===== config.mk =====
export PLATFORM = sky130hd
export DESIGN_NAME = midi_file_event_framer_top
export DESIGN_NICKNAME = d
export VERILOG_FILES = /design/src/rtl/mfef_pkg.sv /design/src/rtl/mfef_in_reg.sv /design/src/rtl/mfef_step.sv /design/src/rtl/mfef_out_reg.sv /design/src/rtl/midi_file_event_framer_top.sv
export SDC_FILE = /design/constraint.sdc
export NUM_CORES = 1
export LEC_CHECK = 0
export ABC_CLOCK_PERIOD_IN_PS = 2890
export BUFFER_PORTS_ARGS = -buffer_cell sky130_fd_sc_hd__buf_2
export CORE_ASPECT_RATIO = 0.7
export CORE_MARGIN = 5
export CORE_UTILIZATION = 55
export CTS_BUF_LIST = sky130_fd_sc_hd__clkbuf_4 sky130_fd_sc_hd__clkbuf_8
export CTS_CLUSTER_DIAMETER = 40
export CTS_CLUSTER_SIZE = 30
export DETAILED_ROUTE_END_ITERATION = 10
export PLACE_DENSITY = 0.77
export SYNTH_ARGS = -nofsm -noshare
export SYNTH_HDL_FRONTEND = slang
export SYNTH_SLANG_ARGS = --single-unit

===== constraint.sdc =====
create_clock -name clock -period 2.89 [get_ports clock]
set_clock_uncertainty 0.05 [all_clocks]
set_input_delay 0.289 -clock clock [delete_from_list [all_inputs] [get_ports clock]]
set_output_delay 0.289 -clock clock [all_outputs]
set_load 0.02 [all_outputs]

===== src/rtl/mfef_pkg.sv =====
package mfef_pkg;

   localparam int unsigned MaxVlqBytes = 4;
   localparam int unsigned VlqCntW     = $clog2(MaxVlqBytes + 1);

   localparam logic [7:0] SysexF0 = 8'hF0;
   localparam logic [7:0] SysexF7 = 8'hF7;
   localparam logic [7:0] MetaFF  = 8'hFF;

   typedef enum logic [1:0] {
      KIND_CHAN3 = 2'd0,
      KIND_CHAN2 = 2'd1,
      KIND_SYSEX = 2'd2,
      KIND_META  = 2'd3
   } kind_type;

   typedef enum logic [1:0] {
      ERR_NONE    = 2'd0,
      ERR_STATUS  = 2'd1,
      ERR_VLQ_LEN = 2'd2
   } err_type;

   typedef struct packed {
      logic [7:0]  echo_byte;
      logic        event_start;
      logic        event_end;
      logic [1:0]  event_kind;
      logic [28:0] event_length;
      logic [1:0]  error_code;
   } result_type;

endpackage


===== src/rtl/mfef_in_reg.sv =====
module mfef_in_reg (
   input  logic       clock,
   input  logic       reset,
   input  logic       req_valid,
   output logic       req_ready,
   input  logic [7:0] req_data_byte,
   output logic       item_valid,
   output logic [7:0] item_byte,
   input  logic       item_take
);
   logic       valid_ff, valid_in;
   logic [7:0] byte_ff;

   assign req_ready = !valid_ff || item_take;
   assign valid_in  = (req_valid && req_ready) || (valid_ff && !item_take);

   always_ff @(posedge clock) begin
      if (reset) begin
         valid_ff <= 1'b0;
      end else begin
         valid_ff <= valid_in;
      end
      if (req_valid && req_ready) begin
         byte_ff <= req_data_byte;
      end
   end

   assign item_valid = valid_ff;
   assign item_byte  = byte_ff;
endmodule


===== src/rtl/mfef_step.sv =====
module mfef_step (
   input  logic                  clock,
   input  logic                  reset,
   input  logic                  advance,
   input  logic [7:0]            data_byte,
   output mfef_pkg::result_type  result
);
   import mfef_pkg::*;

   typedef enum logic [2:0] {
      PH_WAIT = 3'd0,
      PH_CHAN = 3'd1,
      PH_TYPE = 3'd2,
      PH_VLQ  = 3'd3,
      PH_DATA = 3'd4
   } phase_type;

   phase_type            phase_ff, phase_in;
   kind_type             kind_ff, kind_in;
   logic [27:0]          left_ff, left_in;
   logic [VlqCntW-1:0]   vcnt_ff, vcnt_in;
   logic [27:0]          vacc_ff, vacc_in;
   logic [28:0]          len_ff, len_in;
   logic [27:0]          left_dec;
   logic [VlqCntW:0]     vcnt_inc;
   logic                 start, fin;
   err_type              err;

   assign left_dec = left_ff - 28'd1;
   assign vcnt_inc = {1'b0, vcnt_ff} + {{VlqCntW{1'b0}}, 1'b1};

   always_comb begin
      phase_in = phase_ff;
      kind_in  = kind_ff;
      left_in  = left_ff;
      vcnt_in  = vcnt_ff;
      vacc_in  = vacc_ff;
      len_in   = len_ff;
      start    = 1'b0;
      fin      = 1'b0;
      err      = ERR_NONE;
      case (phase_ff)
         PH_WAIT: begin
            start   = 1'b1;
            len_in  = 29'd1;
            vcnt_in = '0;
            vacc_in = '0;
            case (data_byte[7:4])
               4'h8, 4'h9, 4'hA, 4'hB, 4'hE: begin
                  kind_in  = KIND_CHAN3;
                  left_in  = 28'd2;
                  phase_in = PH_CHAN;
               end
               4'hC, 4'hD: begin
                  kind_in  = KIND_CHAN2;
                  left_in  = 28'd1;
                  phase_in = PH_CHAN;
               end
               default: begin
                  if (data_byte == SysexF0 || data_byte == SysexF7) begin
                     kind_in  = KIND_SYSEX;
                     phase_in = PH_VLQ;
                  end else if (data_byte == MetaFF) begin
                     kind_in  = KIND_META;
                     phase_in = PH_TYPE;
                  end else begin
                     // dropped byte: state held
                     err      = ERR_STATUS;
                     start    = 1'b0;
                     len_in   = len_ff;
                     vcnt_in  = vcnt_ff;
                     vacc_in  = vacc_ff;
                  end
               end
            endcase
         end
         PH_CHAN, PH_DATA: begin
            len_in  = len_ff + 29'd1;
            left_in = left_dec;
            if (left_dec == '0) begin
               fin      = 1'b1;
               phase_in = PH_WAIT;
            end
         end
         PH_TYPE: begin
            len_in   = len_ff + 29'd1;
            phase_in = PH_VLQ;
         end
         PH_VLQ: begin
            len_in  = len_ff + 29'd1;
            vacc_in = {vacc_ff[20:0], data_byte[6:0]};
            if (!data_byte[7]) begin
               vcnt_in = '0;
               if (vacc_in == '0) begin
                  fin      = 1'b1;
                  phase_in = PH_WAIT;
               end else begin
                  left_in  = vacc_in;
                  phase_in = PH_DATA;
               end
            end else if (vcnt_inc >= (VlqCntW + 1)'(MaxVlqBytes)) begin
               err      = ERR_VLQ_LEN;
               phase_in = PH_WAIT;
               vcnt_in  = '0;
            end else begin
               vcnt_in = vcnt_inc[VlqCntW-1:0];
            end
         end
         default: begin
            len_in   = len_ff + 29'd1;
            phase_in = PH_WAIT;
         end
      endcase
   end

   always_comb begin
      if (err == ERR_STATUS) begin
         result            = '0;
         result.error_code = ERR_STATUS;
      end else begin
         result.echo_byte    = data_byte;
         result.event_start  = start;
         result.event_end    = fin;
         result.event_kind   = kind_in;
         result.event_length = len_in;
         result.error_code   = err;
      end
   end

   always_ff @(posedge clock) begin
      if (reset) begin
         phase_ff <= PH_WAIT;
         kind_ff  <= KIND_CHAN3;
         left_ff  <= '0;
         vcnt_ff  <= '0;
         vacc_ff  <= '0;
         len_ff   <= '0;
      end else if (advance) begin
         phase_ff <= phase_in;
         kind_ff  <= kind_in;
         left_ff  <= left_in;
         vcnt_ff  <= vcnt_in;
         vacc_ff  <= vacc_in;
         len_ff   <= len_in;
      end
   end
endmodule


===== src/rtl/mfef_out_reg.sv =====
module mfef_out_reg (
   input  logic                  clock,
   input  logic                  reset,
   input  logic                  load_valid,
   output logic                  load_ready,
   input  mfef_pkg::result_type  load_data,
   output logic                  rsp_valid,
   input  logic                  rsp_ready,
   output mfef_pkg::result_type  rsp_data
);
   import mfef_pkg::*;

   logic       valid_ff, valid_in;
   result_type data_ff;

   assign load_ready = !valid_ff || rsp_ready;
   assign valid_in   = (load_valid && load_ready) || (valid_ff && !rsp_ready);

   always_ff @(posedge clock) begin
      if (reset) begin
         valid_ff <= 1'b0;
      end else begin
         valid_ff <= valid_in;
      end
      if (load_valid && load_ready) begin
         data_ff <= load_data;
      end
   end

   assign rsp_valid = valid_ff;
   assign rsp_data  = data_ff;
endmodule


===== src/rtl/midi_file_event_framer_top.sv =====
// MIDI file event framer.
// Input: one raw event byte per item on req_* (valid/ready). Events are back
// to back with no delta times. Output: one item per input byte on rsp_*,
// carrying the echoed byte, start/end marks, event kind, running length and
// an error code. Bad status bytes return error 1 with all other fields zero;
// an over-long length VLQ returns error 2 and framing resumes at a status byte.
// Path: an accepted byte passes two register stages (input register, then
// result register) before it shows on rsp_*.
// Throughput: one byte per cycle unless rsp_ready stalls; the framing state
// update is one pass of decode plus a 29-bit increment between the registers.
// Reset (synchronous, active high) empties both stages and returns the framer
// to waiting for a status byte.
// Stall: when rsp_ready is low the result register holds, the input register
// fills, and req_ready drops once both hold an item; nothing is lost.
module midi_file_event_framer_top (
   input  logic        clock,
   input  logic        reset,
   input  logic        req_valid,
   output logic        req_ready,
   input  logic [7:0]  req_data_byte,
   output logic        rsp_valid,
   input  logic        rsp_ready,
   output logic [7:0]  rsp_echo_byte,
   output logic        rsp_event_start,
   output logic        rsp_event_end,
   output logic [1:0]  rsp_event_kind,
   output logic [28:0] rsp_event_length,
   output logic [1:0]  rsp_error_code
);
   import mfef_pkg::*;

   logic       item_valid;
   logic [7:0] item_byte;
   logic       load_ready;
   logic       take;
   result_type step_res;
   result_type out_res;

   assign take = item_valid && load_ready;

   mfef_in_reg u_in (
      .clock         (clock),
      .reset         (reset),
      .req_valid     (req_valid),
      .req_ready     (req_ready),
      .req_data_byte (req_data_byte),
      .item_valid    (item_valid),
      .item_byte     (item_byte),
      .item_take     (take)
   );

   mfef_step u_step (
      .clock     (clock),
      .reset     (reset),
      .advance   (take),
      .data_byte (item_byte),
      .result    (step_res)
   );

   mfef_out_reg u_out (
      .clock      (clock),
      .reset      (reset),
      .load_valid (item_valid),
      .load_ready (load_ready),
      .load_data  (step_res),
      .rsp_valid  (rsp_valid),
      .rsp_ready  (rsp_ready),
      .rsp_data   (out_res)
   );

   assign rsp_echo_byte    = out_res.echo_byte;
   assign rsp_event_start  = out_res.event_start;
   assign rsp_event_end    = out_res.event_end;
   assign rsp_event_kind   = out_res.event_kind;
   assign rsp_event_length = out_res.event_length;
   assign rsp_error_code   = out_res.error_code;
endmodule


Word level (Yosys, flattened, before mapping)
Cells that the tools add are included.
{"block": "totals", "ff_bits": 139, "latch_bits": 0, "ramBits": 0, "romBits": 0, "memories": 0}
{"block": "classes", "add_sub_neg": 3, "n_mul": 0, "n_div": 0, "n_lt_le_gt_ge": 1, "n_eq_ne": 21, "n_shift": 0, "muxes": 43, "bitwise": 1, "reduce_logical": 26}
{"op": "$mux W29", "count": 4}
{"op": "$pmux W28 S3", "count": 1}
{"op": "$mux W21", "count": 3}
{"op": "$logic_not A28 Y1", "count": 2}
{"op": "$mux W28", "count": 2}
{"op": "$pmux W28 S2", "count": 1}
{"op": "$pmux W21 S2", "count": 1}
{"op": "$mux W3", "count": 12}
{"op": "$add A29 B1 Y29 const B", "count": 1}
{"op": "$eq A4 B4 Y1 const B", "count": 7}
{"op": "$sub A28 B1 Y28 const B", "count": 1}
{"op": "$eq A8 B8 Y1 const B", "count": 3}
{"op": "$mux W2", "count": 7}
{"op": "$pmux W3 S4", "count": 1}
{"op": "$pmux W2 S2", "count": 2}
{"op": "$mux W1", "count": 7}
{"op": "$reduce_or A7 Y1", "count": 1}
{"op": "$eq A3 B2 Y1 const B", "count": 2}
{"op": "$pmux W3 S2", "count": 1}
{"op": "$reduce_or A2 Y1", "count": 3}
{"op": "$logic_or A1 B1 Y1", "count": 5}
{"op": "$reduce_and A5 Y1", "count": 1}
{"op": "$reduce_or A5 Y1", "count": 1}
{"op": "$add A3 B1 Y4 const B", "count": 1}
{"op": "18 further kinds", "count": 25}

Depth between registers and ports, before layout
Gate-level depths: netlist of run 1.
{"block": "logic_depth", "depth_word": 7, "depth_mapped": 11, "mapped_depth_nobuf": 9}

Modules after synthesis
Synthesis of run 1 repeated with hierarchy kept, for this count alone.
{"block": "hier_totals", "cells_unflattened": 794, "area_unflattened_um2": 7031.7}
{"module": "mfef_step", "instances": 1, "cells_per_inst": 732, "area_each_um2": 5383.9}
{"module": "mfef_out_reg", "instances": 1, "cells_per_inst": 48, "area_each_um2": 1346.3}
{"module": "mfef_in_reg", "instances": 1, "cells_per_inst": 13, "area_each_um2": 295.3}
{"module": "midi_file_event_framer_top", "instances": 1, "cells_per_inst": 1, "area_each_um2": 6.3}

Least setup slack after synthesis of run 1
Ideal clock, no wire load.
{"block": "synth_path", "path_type": "register to register", "from": "register u_out.valid_ff (netlist: u_out.rsp_valid)", "to": "register u_out.data_ff (netlist bit u_out.rsp_data[0]), enable pin", "setup_ns": 0.424, "arrival_time_ns": 2.363, "t_required_ns": 2.416, "setup_slack_ns": 0.053, "path_stages_with_launch": 6, "n_path_buf": 2, "period_less_slack_ns": 2.837, "cell_sequence": "dfxtp_1 > nor2b_1 > nand2b_1 > clkbuf_1 > clkinv_1 > clkbuf_1"}
{"block": "synth_via", "elab_chain_len": 3}
{"element": "from (decl)", "line_no": "mfef_out_reg.sv:13", "source": "logic valid_ff, valid_in;"}
{"element": "from (signal assigned)", "line_no": "mfef_out_reg.sv:23", "source": "valid_ff <= valid_in;"}
{"element": "$logic_not A1 Y1", "line_no": "mfef_out_reg.sv:16", "source": "assign load_ready = !valid_ff || rsp_ready;"}
{"element": "$logic_or A1 B1 Y1", "line_no": "mfef_out_reg.sv:16"}
{"element": "$logic_and A1 B1 Y1"}
{"element": "via take", "line_no": "midi_file_event_framer_top.sv:35", "source": "logic take;"}
{"element": "to (signal assigned)", "line_no": "mfef_out_reg.sv:26", "source": "data_ff <= load_data;"}
{"element": "to (decl)", "line_no": "mfef_out_reg.sv:14", "source": "result_type data_ff;"}
The timed path passes the listed nets, and every way through them passes these cells.
A chain may end at the register's enable or synchronous reset.

Final worst setup path of run 1
{"block": "layout_path", "from": "register u_step.left_ff[0]", "to": "register u_step.phase_ff[2]"}
{"block": "layout_via", "elab_chain_len": 4}
{"element": "from (decl)", "line_no": "mfef_step.sv:20", "source": "logic [27:0] left_ff, left_in;"}
{"element": "from (signal assigned)", "line_no": "mfef_step.sv:141", "source": "left_ff <= left_in;"}
{"element": "$sub A28 B1 Y28", "line_no": "mfef_step.sv:29", "source": "assign left_dec = left_ff - 28'd1;"}
{"element": "$logic_not A28 Y1", "line_no": "mfef_step.sv:80", "source": "if (left_dec == '0) begin"}
{"element": "$ne A2 B1 Y1 (no source line)"}
{"element": "$reduce_and A4 Y1 (no source line)"}
{"element": "to (signal assigned)", "line_no": "mfef_step.sv:139", "source": "phase_ff <= phase_in;"}
{"element": "to (decl)", "line_no": "mfef_step.sv:18", "source": "phase_type phase_ff, phase_in;"}
No other way between the ends.

==> impl_metrics.py, run 1 <==
metrics = {
    "worst_setup_path": {
        "path_cells": "inv_1 > ha_1 > nor3b_1 > buf_4 > nand3_1 > a221o_1 > or4_1 > nor4_2 > a21o_1 > mux2_1",
        "path_buf_inv": 2,
        "critPathMaxStageDelay_ps": 520,
        "critPathLaunch": "u_step.left_ff[0]",
        "endpoint_kind": "flop",
        "cp.arrival_ps": 3020,
        "r2r-start": "u_step.left_ff[0]",
        "slowest_stage": "or4_1",
        "crit_family": "simple AND/OR/NAND/NOR gates",
        "worstSetupPathType": "flop to flop",
        "startpoint_type": "flop",
        "worstPathRequired_ps": 3160,
        "cp_max_fo": 8,
    },
    "status": {
        "status": "complete, no violations",
    },
    "placement": {
        "postPlaceCellArea_mm2": 0.00778,
        "io_buffers": 56,
        "hpwl_um": 14200,
        "place.gp.congestion": 0.993,
    },
    "final_layout": {
        "n_antenna_cell": 0,
        "area_delta_synth_final_pct": 15.5,
        "layout-drive-gt1-share_pct": 18.0,
        "n_fill_cell": 1014,
        "finalInstanceArea_mm2": 0.00826,
        "fin_nets": 905,
        "regArea_mm2": 0.00330,
        "multi_input_area_mm2": 0.00363,
    },
    "sta": {
        "rsz0062_at_grt": "false",
        "tightest_slew_ps": 1300,
        "fin_crit_sh_pct": 95.2,
        "fin_tns_setup_ps": 0,
        "timing.final.hold_violations": 0,
        "fmax_mhz": 364,
        "maxSlewViolCount": 0,
        "period_needed_ps": 2750,
        "slew_headroom_pct": 13.0,
        "setup_viol": 0,
    },
    "power_and_ir_drop": {
        "internal_power_uw": 3030,
        "seqPwrFrac_pct": 49.4,
        "pwr-share-comb_pct": 15.7,
        "clkPwrFrac_pct": 34.9,
        "irDropWorstVdd_uv": 314,
        "netSwitchingPower_uw": 1280,
        "swShare_pct": 29.7,
        "leakage_uw": 0.00295,
        "power_density_mw_per_mm2": 522,
    },
    "synthesis": {
        "syn-cell-area_mm2": 0.00715,
        "ys_types": 68,
        "synth_top_area_share_pct": 24.6,
        "synth-seq-cells": 139,
        "synth_area_leader_cell": "dfxtp_1",
        "synth.avg_cell_area_um2": 8.67,
        "netlist_instances": 825,
        "yosys_warnings": 0,
        "synth_edf_count": 51,
        "syn_nets": 841,
        "synth_ff_type": "dfxtp_1",
        "synth_area_leaders": "dfxtp_1 25%, edfxtp_1 21%, nor2_1 7.2%",
        "ys_async_sr_fraction_pct": 0,
        "ys_seq_area_share_pct": 46.0,
    },
    "floorplanning": {
        "start_util_pct": 56.8,
        "pin_count": 57,
        "core_region_area_mm2": 0.0126,
        "dieHeight_um": 105,
        "chipWidth_um": 146,
        "rows": 34,
        "die-area_mm2": 0.0154,
    },
    "cts": {
        "postCtsSetupRepairBufs": 0,
        "clk_latency_ps": 440,
        "clockBufferDepth": 2,
        "clock_sinks": 139,
        "cts_buffers": 17,
        "cts_max_level": 4,
        "cts_tree": "done",
        "path_clk_slew_ps": 80,
        "cts_root_buffer": "clkbuf_8",
    },
    "route": {
        "drc": 0,
        "postRouteAntennaNets": 0,
        "dr.pass1.iters": 5,
        "vias": 6841,
        "drtIter0Drc": 834,
        "wirelength_um": 20400,
        "routedWlPerCell_um": 19.2,
        "via_per_inst": 6.43,
    },
    "flow_run": {
        "cap_violations": 0,
    },
    "grt": {
        "gr-total-overflow": 0,
        "grt_max_degree": 86,
        "grt_pass1_wl_um": 33500,
        "antenna_found_initial": 0,
        "grtUsageTotal_pct": 26.5,
        "grt_pass1_vias": 6349,
    },
    "hold_path": {
        "min_path_type": "input port to flop",
        "min_from": "req_valid",
    },
}
[cell usage after synthesis, drive strengths merged, types with 6 or more instances]
master and count:
a211oi 7, a21oi 44, a221oi 10, a22oi 32, a311oi 16, a31oi 6, and2 9, and3 12
buf 7, clkbuf 57, dfxtp 88, edfxtp 51, inv 10, mux2 9, nand2 75, nand2b 7
nand3 21, nand4 13, nor2 137, nor2b 13, nor3 31, nor4 20, o211ai 7, o21ai 34
or4 11, xnor2 10, xor2 13
[metal layers]
metal / routed length, um / track usage, % / vias to the layer above
li1: - / - / 3184
met1: 9470 / 40.6 / 3292
met2: 8660 / 38.0 / 337
met3: 2010 / 5.79 / 28
met4: 259 / 6.64 / 0
met5: 0 / 0 / -
[tightest hold or removal path, cell delays in order]
cell,delay (ps)
buf_2,100
a21oi_1,40
nor2_1,70
[worst paths after layout]
check / slack (ps) / to / depth (start not counted)
max: 140 / u_step.phase_ff[2] / 10
min: 50 / u_in.item_valid / 3
max reg2reg: 140 / u_step.phase_ff[2] / 10
min reg2reg: 460 / u_step.len_ff[28] / 1
[area by class of cell]
| cell class | count | area share [%] |
|---|---|---|
| well taps | 162 | 2.45 |
| inverters | 11 | 0.500 |
| multi-input cells | 611 | 43.9 |
| repair buffers | 109 | 8.75 |
| clock buffers | 19 | 3.01 |
| clock inverters | 13 | 1.44 |
| flip-flops and latches | 139 | 39.9 |
[registers in the layout, indices dropped and copies added (netlist names)]
| signal | count |
|---|---|
| u_step.len_ff | 29 |
| u_out.rsp_data | 43 |
| u_out.rsp_valid | 1 |
| u_step.phase_ff | 3 |
| u_step.vcnt_ff | 3 |
| u_in.item_valid | 1 |
| u_step.vacc_ff | 21 |
| u_step.left_ff | 28 |
| u_in.item_byte | 8 |
| u_step.kind_ff | 2 |
[metrics by stage]
step,setup WS [ps],instances,util [%],hold slack [ps],power (uW)
floorplan,52.7,825,-,338,2580
global placement,44.7,1024,61.8,417,2800
detailed placement,4.28,1024,61.8,417,2820
CTS,25.9,1064,65.4,24.1,4300
global route,37.6,1064,65.6,55.2,4480
finish,140,1064,65.6,49.7,4320
[power by group through the flow]
stage | sequential, uW | clock [uW] | combinational, uW
after global placement | 2170 | 0 | 634
after global routing | 2140 | 1610 | 730
after floorplan | 2190 | 0 | 389
final | 2130 | 1510 | 679
after CTS | 2130 | 1510 | 658
after detailed placement | 2170 | 0 | 648
[layout by cell type, fill, tap and decap left out, types with 5 or more instances in the layout]
cell type,instances
a211oi_1,7
a21oi_1,44
a221oi_1,9
a22oi_1,32
a311oi_1,16
a31oi_1,6
and2_1,8
and3_1,12
and4_1,5
buf_2,56
buf_4,43
clkbuf_8,17
dfxtp_1,86
dlygate4sd3_1,8
edfxtp_1,51
inv_1,9
mux2_2,7
mux2i_1,5
nand2_1,75
nand2b_1,7
nand3_1,21
nand4_1,13
nor2_1,137
nor2b_1,13
nor3_1,25
nor3_2,5
nor4_1,18
o211ai_1,7
o21ai_0,32
or4_1,10
xnor2_1,10
xor2_1,13
[what timing repair did]
item,CTS,global route
hold buffers,8,0
cloned,0,0
pin swaps,0,1
hold endpoints to repair,8,0
setup endpoints to repair,2,3
gates resized for setup,2,5
[cells by family (layout without fill, tap and decap cells)]
| logic type | count (synthesis) | in the layout | share of synthesized area, % |
|---|---|---|---|
| DFF | 139 | 139 | 46.0 |
| AOI/OAI and AO/OA | 194 | 194 | 18.5 |
| adders and majority gates | 4 | 4 | 0.700 |
| and+or+nand+nor | 376 | 376 | 25.7 |
| xor gates and xnor gates | 23 | 23 | 2.82 |
| muxes | 14 | 14 | 2.12 |
| buffers and inverters | 75 | 152 | 4.11 |
Power figures use the tool's default switching activity.
==> inputs of run 2 (changes only) <==
CORE_MARGIN = not set   (was 5)
==> run 2 against run 1 <==
Against the previous run:
- the run now ends with design-rule violations left
- hold slack better by 42 ps
- critical path type unchanged
- critical path depth fell by 2
- utilization grew 0.60 points
- via count decreased by 0.10%
- register-to-register slack hardly changed
- final area up 0.58%
- largest power group unchanged
- global-route usage rose by 3.9 points
- flip-flop and latch count unchanged
- die area decreased by 13%
- wire length down 0.67%
- non-clock buffer count grew 4
- clock power barely moved
==> impl_metrics.py, run 2 (synthesis results as in run 1) <==
metrics = {
    "final_layout": {
        "multi_input_area_mm2": 0.00364,
        "fin_nets": 909,
        "area_delta_synth_final_pct": 16.1,
        "layout-drive-gt1-share_pct": 18.4,
        "layout_commonest_cell": "nor2_1",
        "n_antenna_cell": 0,
        "n_fill_cell": 1035,
        "regArea_mm2": 0.00329,
        "largest_reg_flops": 43,
        "finalInstanceArea_mm2": 0.00831,
        "final_cell_mix": "137 x nor2_1, 87 x dfxtp_1, 75 x nand2_1",
    },
    "worst_setup_path": {
        "r2r-start": "u_step.left_ff[0]",
        "endpoint_kind": "flop",
        "ff2ff_path_depth": 8,
        "cp.arrival_ps": 3050,
        "worstPathRequired_ps": 3180,
        "worstSetupPathType": "flop to flop",
        "r2r-end": "u_step.phase_ff[0]",
        "startpoint_type": "flop",
        "cp_max_fo": 6,
        "reg2reg_slack_ps": 130,
    },
    "route": {
        "via_per_inst": 6.40,
        "routedWlPerCell_um": 19.0,
        "vias": 6834,
        "wirelength_um": 20300,
        "postRouteAntennaNets": 0,
        "drc": 4,
        "drtIter0Drc": 751,
        "dr.pass1.iters": 8,
    },
    "floorplanning": {
        "start_util_pct": 57.0,
        "chipWidth_um": 138,
        "rows": 34,
        "core_region_area_mm2": 0.0125,
        "dieHeight_um": 97.4,
        "die-area_mm2": 0.0135,
        "pin_count": 57,
    },
    "status": {
        "status": "finished, violations left",
        "violations": "design-rule violations",
    },
    "cts": {
        "clock_sinks": 139,
        "cts_buffers": 17,
        "cts_tree": "done",
        "path_clk_slew_ps": 90,
        "cts_root_buffer": "clkbuf_8",
        "clockBufferDepth": 2,
        "clk_latency_ps": 450,
        "cts_max_level": 4,
    },
    "grt": {
        "grt_max_degree": 86,
        "antenna_found_initial": 0,
        "grt_pass1_wl_um": 32400,
        "grtUsageTotal_pct": 30.4,
        "gr-total-overflow": 0,
        "grt_pass1_vias": 6186,
    },
    "hold_path": {
        "hold_depth": 3,
        "min_from": "req_valid",
        "min_path_type": "input port to flop",
        "holdPathEnd": "u_in.item_valid",
    },
    "sta": {
        "fin_crit_sh_pct": 95.5,
        "rsz0062_at_grt": "false",
        "setup_viol": 0,
        "slew_headroom_pct": 54.8,
        "timing.final.hold_violations": 0,
        "fin_tns_setup_ps": 0,
        "fmax_mhz": 362,
        "tightest_slew_ps": 679,
        "period_needed_ps": 2760,
        "maxSlewViolCount": 0,
    },
    "placement": {
        "hpwl_um": 14100,
        "place.gp.congestion": 0.961,
        "io_buffers": 56,
        "postPlaceCellArea_mm2": 0.00781,
    },
    "flow_run": {
        "cap_violations": 0,
    },
    "power_and_ir_drop": {
        "leakage_uw": 0.00299,
        "power_density_mw_per_mm2": 520,
        "irDropWorstVdd_uv": 326,
    },
}
-- run 2: metal layers --
layer | GRT usage, % | vias to the layer above | wire [um]
li1 | - | 3181 | -
met1 | 46.0 | 3277 | 9350
met2 | 43.4 | 350 | 8600
met3 | 6.41 | 26 | 2090
met4 | 8.82 | 0 | 223
met5 | 0 | - | 0
-- run 2: layout make-up --
class / count / share of cell area, %
Clock buffer: 17 / 2.82
Multi-Input combinational cell: 611 / 43.8
Inverter: 11 / 0.497
Sequential cell: 139 / 39.7
Tap cell: 162 / 2.44
Timing Repair Buffer: 113 / 9.07
Clock inverter: 15 / 1.70
-- run 2: where the power goes --
| group | internal, uW | leakage [uW] | switching, uW |
|---|---|---|---|
| Sequential | 2080 | 0.00118 | 44.5 |
| Clock | 693 | 0.000189 | 815 |
| Combinational | 242 | 0.00162 | 442 |
| Total | 3020 | 0.00299 | 1300 |
-- run 2: worst max-delay path by stage --
stage               cells past startpoint  slack, ps                 end         startpoint
floorplan                               5         50   u_out.rsp_data[0]    u_out.rsp_valid
global placement                        8        160  u_step.phase_ff[2]  u_step.left_ff[0]
detailed placement                      9         80  u_step.phase_ff[0]  u_step.left_ff[0]
CTS                                     9         50  u_step.phase_ff[0]  u_step.left_ff[0]
global route                            8         10  u_out.rsp_data[33]  u_step.left_ff[0]
finish                                  8        130  u_step.phase_ff[0]  u_step.left_ff[0]
-- run 2: through the flow --
stage,cells,power (uW),utilization [%],hold slack [ps],setup slack [ps]
CTS,1068,4310,65.9,55.0,50.5
global placement,1028,2810,62.2,416,160
floorplan,825,2580,-,338,52.7
finish,1068,4320,66.2,91.9,131
global route,1068,4470,66.2,86.0,11.8
detailed placement,1028,2820,62.2,420,83.8
-- run 2: timing repair --
action	in CTS	in global routing
setup buffers	0	0
hold endpoints to repair	8	0
hold buffers	8	0
setup endpoints to repair	0	3
gates resized for setup	0	8
-- run 2: critical path, cell delays in order, from the launching register on --
cell     delay (ps)
dfxtp_2         350
buf_4           150
or4b_1          500
o21ai_0          90
a22oi_1         160
or4_1           580
nor4_2          300
a21o_1          150
mux2_1          320
